`src/sv/twnl_pkg.sv`:
```
// shared types, constants and helpers for the two-wire nibble link
package twnl_pkg;

    localparam int TICK_W   = 16;
    localparam int CFG_IDX_W = 3;
    localparam int NIB_W    = 4;
    localparam int FRAME_W  = 2 * NIB_W;
    localparam int BIT_IDX_W = 3;
    localparam int S_DATA_W = 8;
    localparam int M_DATA_W = 16;

    // register indexes on the configuration port
    localparam logic [CFG_IDX_W-1:0] REG_START_LOW    = 3'd0;
    localparam logic [CFG_IDX_W-1:0] REG_BIT          = 3'd1;
    localparam logic [CFG_IDX_W-1:0] REG_STOP_HIGH    = 3'd2;
    localparam logic [CFG_IDX_W-1:0] REG_CONFIRM      = 3'd3;
    localparam logic [CFG_IDX_W-1:0] REG_FIRST_SAMPLE = 3'd4;
    localparam logic [CFG_IDX_W-1:0] REG_ACK          = 3'd5;

    // register reset values
    localparam logic [TICK_W-1:0] RST_START_LOW    = 16'd20;
    localparam logic [TICK_W-1:0] RST_BIT          = 16'd5;
    localparam logic [TICK_W-1:0] RST_STOP_HIGH    = 16'd15;
    localparam logic [TICK_W-1:0] RST_CONFIRM      = 16'd2;
    localparam logic [TICK_W-1:0] RST_FIRST_SAMPLE = 16'd19;
    localparam logic [TICK_W-1:0] RST_ACK          = 16'd20;

    localparam logic [BIT_IDX_W-1:0] LAST_BIT = 3'd7;

    typedef enum logic [8:0] {
        PH_IDLE       = 9'b000000001,
        PH_TX_START   = 9'b000000010,
        PH_TX_BITS    = 9'b000000100,
        PH_TX_STOP    = 9'b000001000,
        PH_TX_WAIT    = 9'b000010000,
        PH_RX_CONFIRM = 9'b000100000,
        PH_RX_FIRST   = 9'b001000000,
        PH_RX_BITS    = 9'b010000000,
        PH_ACK        = 9'b100000000
    } phase_t;

    typedef struct packed {
        logic [TICK_W-1:0] start_low_ticks;
        logic [TICK_W-1:0] bit_ticks;
        logic [TICK_W-1:0] stop_high_ticks;
        logic [TICK_W-1:0] confirm_ticks;
        logic [TICK_W-1:0] first_sample_ticks;
        logic [TICK_W-1:0] ack_ticks;
    } cfg_t;

    typedef struct packed {
        logic             busy_res;
        logic             send_ok;
        logic             send_done;
        logic [NIB_W-1:0] rx_value;
        logic             rx_valid;
        logic             line_drive;
    } res_t;

    // ticks left after the first tick of a phase; zero counts as one
    function automatic logic [TICK_W-1:0] left_after_first(input logic [TICK_W-1:0] d);
        left_after_first = (d == '0) ? '0 : d - 1'b1;
    endfunction

endpackage

```
`src/sv/twnl_cfg.sv`:
```
// configuration register bank of the nibble link
module twnl_cfg (
    input  logic                           aclk,
    input  logic                           aresetn,
    input  logic                           cfg_we,
    input  logic [twnl_pkg::CFG_IDX_W-1:0] cfg_index,
    input  logic [twnl_pkg::TICK_W-1:0]    cfg_data,
    output twnl_pkg::cfg_t                 cfg
);
    import twnl_pkg::*;

    cfg_t cfg_reg;

    always_ff @(posedge aclk) begin
        if (!aresetn) begin
            cfg_reg.start_low_ticks    <= RST_START_LOW;
            cfg_reg.bit_ticks          <= RST_BIT;
            cfg_reg.stop_high_ticks    <= RST_STOP_HIGH;
            cfg_reg.confirm_ticks      <= RST_CONFIRM;
            cfg_reg.first_sample_ticks <= RST_FIRST_SAMPLE;
            cfg_reg.ack_ticks          <= RST_ACK;
        end else if (cfg_we) begin
            unique case (cfg_index)
                REG_START_LOW:    cfg_reg.start_low_ticks    <= cfg_data;
                REG_BIT:          cfg_reg.bit_ticks          <= cfg_data;
                REG_STOP_HIGH:    cfg_reg.stop_high_ticks    <= cfg_data;
                REG_CONFIRM:      cfg_reg.confirm_ticks      <= cfg_data;
                REG_FIRST_SAMPLE: cfg_reg.first_sample_ticks <= cfg_data;
                REG_ACK:          cfg_reg.ack_ticks          <= cfg_data;
                default: ;
            endcase
        end
    end

    assign cfg = cfg_reg;

endmodule

```
`src/sv/twnl_fsm.sv`:
```
// link sequencer: phase, tick counter and frame shifter, one tick per step
module twnl_fsm (
    input  logic                       aclk,
    input  logic                       aresetn,
    input  logic                       step,
    input  logic                       req_type,
    input  logic [twnl_pkg::NIB_W-1:0] send_value,
    input  logic                       peer_level,
    input  twnl_pkg::cfg_t             cfg,
    output twnl_pkg::res_t             res
);
    import twnl_pkg::*;

    phase_t                 phase_reg,  phase_next;
    logic [TICK_W-1:0]      tick_reg,   tick_next;
    logic [BIT_IDX_W-1:0]   bit_reg,    bit_next;
    logic [FRAME_W-1:0]     frame_reg,  frame_next;
    logic                   drive_reg,  drive_next;
    logic                   sd, sok, rxv;
    logic [NIB_W-1:0]       rxval;
    logic [BIT_IDX_W-1:0]   tx_pos;

    always_comb begin
        phase_next = phase_reg;
        tick_next  = tick_reg;
        bit_next   = bit_reg;
        frame_next = frame_reg;
        drive_next = drive_reg;
        sd    = 1'b0;
        sok   = 1'b0;
        rxv   = 1'b0;
        rxval = '0;
        tx_pos = '0;

        if (phase_reg == PH_IDLE) begin
            if (req_type && peer_level) begin
                frame_next = {send_value, send_value};
                bit_next   = '0;
                phase_next = PH_TX_START;
                tick_next  = left_after_first(cfg.start_low_ticks);
                drive_next = 1'b0;
            end else if (req_type) begin
                // peer is talking: refuse and listen
                sd = 1'b1;
            end
            if (!peer_level) begin
                phase_next = PH_RX_CONFIRM;
                tick_next  = left_after_first(cfg.confirm_ticks);
                drive_next = 1'b1;
            end
        end else if (phase_reg == PH_TX_WAIT) begin
            if (peer_level) begin
                sd = 1'b1;
                sok = 1'b1;
                phase_next = PH_IDLE;
                tick_next  = '0;
                drive_next = 1'b1;
            end
        end else if (tick_reg != '0) begin
            tick_next = tick_reg - 1'b1;
        end else begin
            unique case (phase_reg)
                PH_TX_START: begin
                    bit_next   = '0;
                    phase_next = PH_TX_BITS;
                    tick_next  = left_after_first(cfg.bit_ticks);
                    drive_next = frame_reg[FRAME_W-1];
                end
                PH_TX_BITS: begin
                    if (bit_reg == LAST_BIT) begin
                        phase_next = PH_TX_STOP;
                        tick_next  = left_after_first(cfg.stop_high_ticks);
                        drive_next = 1'b1;
                    end else begin
                        bit_next   = bit_reg + 1'b1;
                        tx_pos     = LAST_BIT - bit_next;
                        tick_next  = left_after_first(cfg.bit_ticks);
                        drive_next = frame_reg[tx_pos];
                    end
                end
                PH_TX_STOP: begin
                    drive_next = 1'b1;
                    tick_next  = '0;
                    if (!peer_level) begin
                        phase_next = PH_TX_WAIT;
                    end else begin
                        sd = 1'b1;
                        phase_next = PH_IDLE;
                    end
                end
                PH_RX_CONFIRM: begin
                    drive_next = 1'b1;
                    if (!peer_level) begin
                        phase_next = PH_RX_FIRST;
                        tick_next  = left_after_first(cfg.first_sample_ticks);
                    end else begin
                        phase_next = PH_IDLE;
                        tick_next  = '0;
                    end
                end
                PH_RX_FIRST: begin
                    bit_next   = '0;
                    frame_next = {{(FRAME_W-1){1'b0}}, peer_level};
                    phase_next = PH_RX_BITS;
                    tick_next  = left_after_first(cfg.bit_ticks);
                    drive_next = 1'b1;
                end
                PH_RX_BITS: begin
                    if (bit_reg == LAST_BIT) begin
                        if (frame_reg[FRAME_W-1:NIB_W] == frame_reg[NIB_W-1:0] &&
                            frame_reg[FRAME_W-1:NIB_W] != '0) begin
                            rxv        = 1'b1;
                            rxval      = frame_reg[FRAME_W-1:NIB_W];
                            phase_next = PH_ACK;
                            tick_next  = left_after_first(cfg.ack_ticks);
                            drive_next = 1'b0;
                        end else begin
                            phase_next = PH_IDLE;
                            tick_next  = '0;
                            drive_next = 1'b1;
                        end
                    end else begin
                        bit_next   = bit_reg + 1'b1;
                        frame_next = {frame_reg[FRAME_W-2:0], peer_level};
                        tick_next  = left_after_first(cfg.bit_ticks);
                        drive_next = 1'b1;
                    end
                end
                default: begin
                    phase_next = PH_IDLE;
                    tick_next  = '0;
                    drive_next = 1'b1;
                end
            endcase
        end

        // request arriving while busy is refused unless a send just finished
        if (phase_reg != PH_IDLE && req_type && !sd) begin
            sd  = 1'b1;
            sok = 1'b0;
        end
    end

    always_ff @(posedge aclk) begin
        if (!aresetn) begin
            phase_reg <= PH_IDLE;
            tick_reg  <= '0;
            bit_reg   <= '0;
            frame_reg <= '0;
            drive_reg <= 1'b1;
        end else if (step) begin
            phase_reg <= phase_next;
            tick_reg  <= tick_next;
            bit_reg   <= bit_next;
            frame_reg <= frame_next;
            drive_reg <= drive_next;
        end
    end

    always_comb begin
        res.line_drive = drive_next;
        res.rx_valid   = rxv;
        res.rx_value   = rxval;
        res.send_done  = sd;
        res.send_ok    = sok;
        res.busy_res   = (phase_next != PH_IDLE);
    end

endmodule

```
`src/sv/two_wire_nibble_link.sv`:
```
// top level of the two-wire nibble link: stream ports, tick register, result register
//
// each input transfer is one timing tick carrying the sampled peer line and an
// optional send request; each tick gives exactly one result transfer. a tick
// passes through an input register, the sequencer logic and a result register,
// and one tick is taken every cycle while the result side keeps up; a stalled
// result register holds the tick register and then the input side. configuration
// is a plain write port (indexes 0..5 as listed in the package, others ignored);
// it must be written only while the link is quiet; the block does not enforce it.
module two_wire_nibble_link (
    input  logic                            aclk,
    input  logic                            aresetn,
    // configuration writes
    input  logic                            cfg_we,
    input  logic [twnl_pkg::CFG_IDX_W-1:0]  cfg_index,
    input  logic [twnl_pkg::TICK_W-1:0]     cfg_data,
    // tick input
    input  logic                            s_tvalid,
    output logic                            s_tready,
    input  logic [twnl_pkg::S_DATA_W-1:0]   s_tdata,  // send_value[3:0], peer_level[4]
    input  logic                            s_tuser,  // req_type
    // result output
    output logic                            m_tvalid,
    input  logic                            m_tready,
    // line_drive[0], rx_valid[1], rx_value[5:2], send_done[6], send_ok[7], busy_res[8]
    output logic [twnl_pkg::M_DATA_W-1:0]   m_tdata
);
    import twnl_pkg::*;

    localparam int RES_W = $bits(res_t);

    cfg_t cfg;
    res_t res;

    // tick register
    logic             in_valid_reg;
    logic             in_req_reg;
    logic [NIB_W-1:0] in_val_reg;
    logic             in_peer_reg;

    // result register
    logic             out_valid_reg;
    res_t             out_res_reg;

    logic advance;
    logic step;

    // result register free or draining this cycle
    assign advance  = !out_valid_reg || m_tready;
    assign step     = in_valid_reg && advance;
    assign s_tready = !in_valid_reg || advance;

    twnl_cfg u_cfg (
        .aclk      (aclk),
        .aresetn   (aresetn),
        .cfg_we    (cfg_we),
        .cfg_index (cfg_index),
        .cfg_data  (cfg_data),
        .cfg       (cfg)
    );

    twnl_fsm u_fsm (
        .aclk       (aclk),
        .aresetn    (aresetn),
        .step       (step),
        .req_type   (in_req_reg),
        .send_value (in_val_reg),
        .peer_level (in_peer_reg),
        .cfg        (cfg),
        .res        (res)
    );

    // control flags
    always_ff @(posedge aclk) begin
        if (!aresetn) begin
            in_valid_reg  <= 1'b0;
            out_valid_reg <= 1'b0;
        end else begin
            if (s_tready) begin
                in_valid_reg <= s_tvalid;
            end
            if (advance) begin
                out_valid_reg <= in_valid_reg;
            end
        end
    end

    // payload, no reset needed
    always_ff @(posedge aclk) begin
        if (s_tready && s_tvalid) begin
            in_req_reg  <= s_tuser;
            in_val_reg  <= s_tdata[NIB_W-1:0];
            in_peer_reg <= s_tdata[NIB_W];
        end
        if (step) begin
            out_res_reg <= res;
        end
    end

    assign m_tvalid = out_valid_reg;
    assign m_tdata  = {{(M_DATA_W-RES_W){1'b0}}, out_res_reg};

endmodule

```
`config.mk`:
```
export PLATFORM = sky130hd
export DESIGN_NAME = two_wire_nibble_link
export DESIGN_NICKNAME = d
export VERILOG_FILES = /design/src/sv/twnl_pkg.sv /design/src/sv/twnl_cfg.sv /design/src/sv/twnl_fsm.sv /design/src/sv/two_wire_nibble_link.sv
export SDC_FILE = /design/constraint.sdc
export NUM_CORES = 1
export LEC_CHECK = 0
export ABC_AREA = 0
export BUFFER_PORTS_ARGS = -buffer_cell sky130_fd_sc_hd__buf_4
export CORE_AREA = 5 5 127 129
export DETAILED_ROUTE_END_ITERATION = 16
export DIE_AREA = 0 0 132 134
export PLACE_DENSITY = 0.86
export SLEW_MARGIN = 20
export SYNTH_ARGS = -nofsm -noshare
export SYNTH_HDL_FRONTEND = slang
export SYNTH_SLANG_ARGS = --single-unit
```
`constraint.sdc`:
```
create_clock -name aclk -period 8.89 [get_ports aclk]
set_clock_uncertainty 0.15 [all_clocks]
set_input_delay 1.3335 -clock aclk [delete_from_list [all_inputs] [get_ports aclk]]
set_output_delay 1.3335 -clock aclk [all_outputs]
set_load 0.02 [all_outputs]
```
==> flow_summary.json <==
{
  "status": "finished clean",
  "fmax_mhz": 250,
  "hold_violations": 0,
  "clkPwrFrac_pct": 44.4,
  "synthesis.area_mm2": 0.00878,
  "cts.sinks": 150,
  "die_y_um": 134,
  "largest_register_ffs": 96,
  "core_mm2": 0.0149,
  "cts_htree_levels": 4,
  "pre_cts_ws_ps": 4550,
  "post_cts_buffers": 0,
  "drt-initial-drc-count": 996,
  "p_leak_nw": 3.37,
  "maxSlewViolCount": 0,
  "clkLatencyLatePin_ps": 440,
  "busiest_layer": "met2",
  "route.vias.total": 8907,
  "fin_setup_tns_ps": 0,
  "drc_errors": 0,
  "cp_max_fo": 26,
  "fin_crit_sh_pct": 45.0,
  "drive_gt1_share_pct": 8.72,
  "pwr-share-seq_pct": 40.6,
  "hold_path.class": "register to register",
  "dpl.hpwl_mm": 18.9,
  "use_met3_pct": 5.36,
  "synthTopCellsByArea": "dfxtp_1 31%, nand2_1 10%, a21oi_1 7.8%",
  "die_x_um": 132,
  "fill_cells": 1293,
  "antenna_left": 0,
  "arrival_ps": 4170,
  "grt.met1_usage_pct": 41.1,
  "grt_pass1_wl_mm": 42.9,
  "p_int_mw": 1.32,
  "io_buffers": 40,
  "p_sw_mw": 0.492,
  "ys_types": 74,
  "io-pin-count": 51,
  "maxCapViolations": 0,
  "synth_common_cells": "238 x nand2_1, 136 x a21oi_1, 135 x dfxtp_1, 91 x nor2_1, 55 x clkbuf_1",
  "required_ps": 9050,
  "yosysTopAreaCell": "dfxtp_1",
  "clock-root-buffer": "clkbuf_16",
  "cts_hold_buf": 0,
  "min_period_ps": 4000,
  "routabilityCongestion": 0.981,
  "cts_buffers": 17,
  "start_util_pct": 58.8,
  "insertedDiodeCount": 0,
  "syn_inst": 1151,
  "grt_antenna_before_repair": 0,
  "cts_resized": 0,
  "grt_max_degree": 64,
  "worst_slew_pin_slew_ps": 1110,
  "ir_drop_mv": 0.160,
  "final_nets": 1203,
  "setup_violations": 0,
  "synth_edf_count": 15,
  "synth.most_common_cell": "nand2_1",
  "setup_ws_ps": 4890,
  "synthFlopType": "dfxtp_1",
  "yosysWarnings": 0,
  "grtUsageMet2_pct": 46.9,
  "ys_seq_elements": 150,
  "avgSynthCellArea_um2": 7.62,
  "swShare_pct": 27.1,
  "area_delta_synth_final_pct": 11.4,
  "routed_wl_mm": 27.2,
  "clk_path_buf_depth": 2,
  "p_total_mw": 1.82,
  "die-area_mm2": 0.0177,
  "num_rows": 45,
  "async_flop_share_pct": 0,
  "grt.total_usage_pct": 30.2,
  "power_density_mw_per_mm2": 186,
  "timing.slew.headroom_pct": 25.3,
  "synth_top_area_share_pct": 30.8,
  "grt_pass1_vias": 8096,
  "pwr-share-comb_pct": 15.0,
  "cts_tree": "built",
  "dr.pass1.iters": 6,
  "critPathCaptureType": "register",
  "wl_per_cell_um": 20.1,
  "routed_via_density": 6.56,
  "start_kind": "input pin",
  "seq_area_frac_synth_pct": 35.9,
  "critPathKind": "input pin to register",
  "overflow": 0,
  "rsz0062_at_grt": "no",
  "cts.clk_slew.worst_paths_ps": 60
}
## critical path, cell delays in order
cell and delay, ps:
buf_4 80, nor2b_1 60, nand2b_1 380, inv_1 690, o221a_2 660, nand2_1 300
o41ai_1 530, a21oi_1 120
## path summary, 6_finish.rpt
kind,startpoint,endpoint,slack [ps],depth (start not counted)
worst max-delay path,m_tready,u_fsm.tick_reg[15],4890,8
worst min-delay path,u_fsm.bit_reg[1],u_fsm.bit_reg[1],320,2
worst max register to register,u_fsm.tick_reg[0],u_fsm.frame_reg[4],5050,9
worst min register to register,u_fsm.bit_reg[1],u_fsm.bit_reg[1],320,2
## kinds of logic (layout without fill, tap and decap cells)
logic type | Yosys count | in the layout | synth area share, %
mux | 4 | 4 | 0.756
other cells | 1 | 7 | 0.0427
buf+inv | 85 | 98 | 4.05
simple gates | 519 | 519 | 27.9
fa+ha+maj | 12 | 12 | 1.71
compound gates | 302 | 302 | 21.8
flops | 150 | 150 | 35.9
xor+xnor | 78 | 78 | 7.78
## power by group through the flow
stage                     Combinational, mW  Clock, mW  Sequential (mW)
after floorplan                       0.188          0            0.743
after global placement                0.259          0            0.749
after detailed placement              0.262          0            0.750
after CTS                             0.264      0.805            0.736
after global routing                  0.293      0.836            0.740
final                                 0.272      0.806            0.737
## routing by layer
layer / vias to the layer above / wire [um]
met5: - / 0
met4: 0 / 1090
met3: 78 / 2840
met2: 519 / 12100
met1: 4147 / 11200
li1: 4163 / -
## layout by cell type (no fill, tap or decap), types with 18 or more instances in the layout
| cell | n |
|---|---|
| nand2_1 | 238 |
| clkbuf_16 | 20 |
| xnor2_1 | 42 |
| xor2_1 | 36 |
| nor2_1 | 89 |
| nand3_1 | 30 |
| o22ai_1 | 20 |
| nor4_1 | 31 |
| inv_1 | 18 |
| dfxtp_1 | 135 |
| nor3_1 | 29 |
| o21ai_0 | 38 |
| a21oi_1 | 136 |
| buf_4 | 48 |
## layout make-up
cell class	count	area (um^2)	area share (%)
Multi-Input combinational cell	922	5310	54.3
Sequential cell	150	3150	32.2
Clock buffer	25	519	5.31
Timing Repair Buffer	48	360	3.68
Tap cell	188	235	2.41
Clock inverter	6	134	1.37
Inverter	19	72.6	0.742
## per-stage QoR
step / area (um^2) / utilization [%] / hold slack (ps) / cells
3_3_place_gp: 9120 / 61.1 / 296 / 1327
2_1_floorplan: 8800 / - / 286 / 1157
5_1_grt: 9780 / 65.6 / 351 / 1358
6_report: 9780 / 65.6 / 324 / 1358
4_1_cts: 9770 / 65.5 / 322 / 1358
3_5_place_dp: 9120 / 61.1 / 314 / 1327
(Power assumes the default switching activity.)
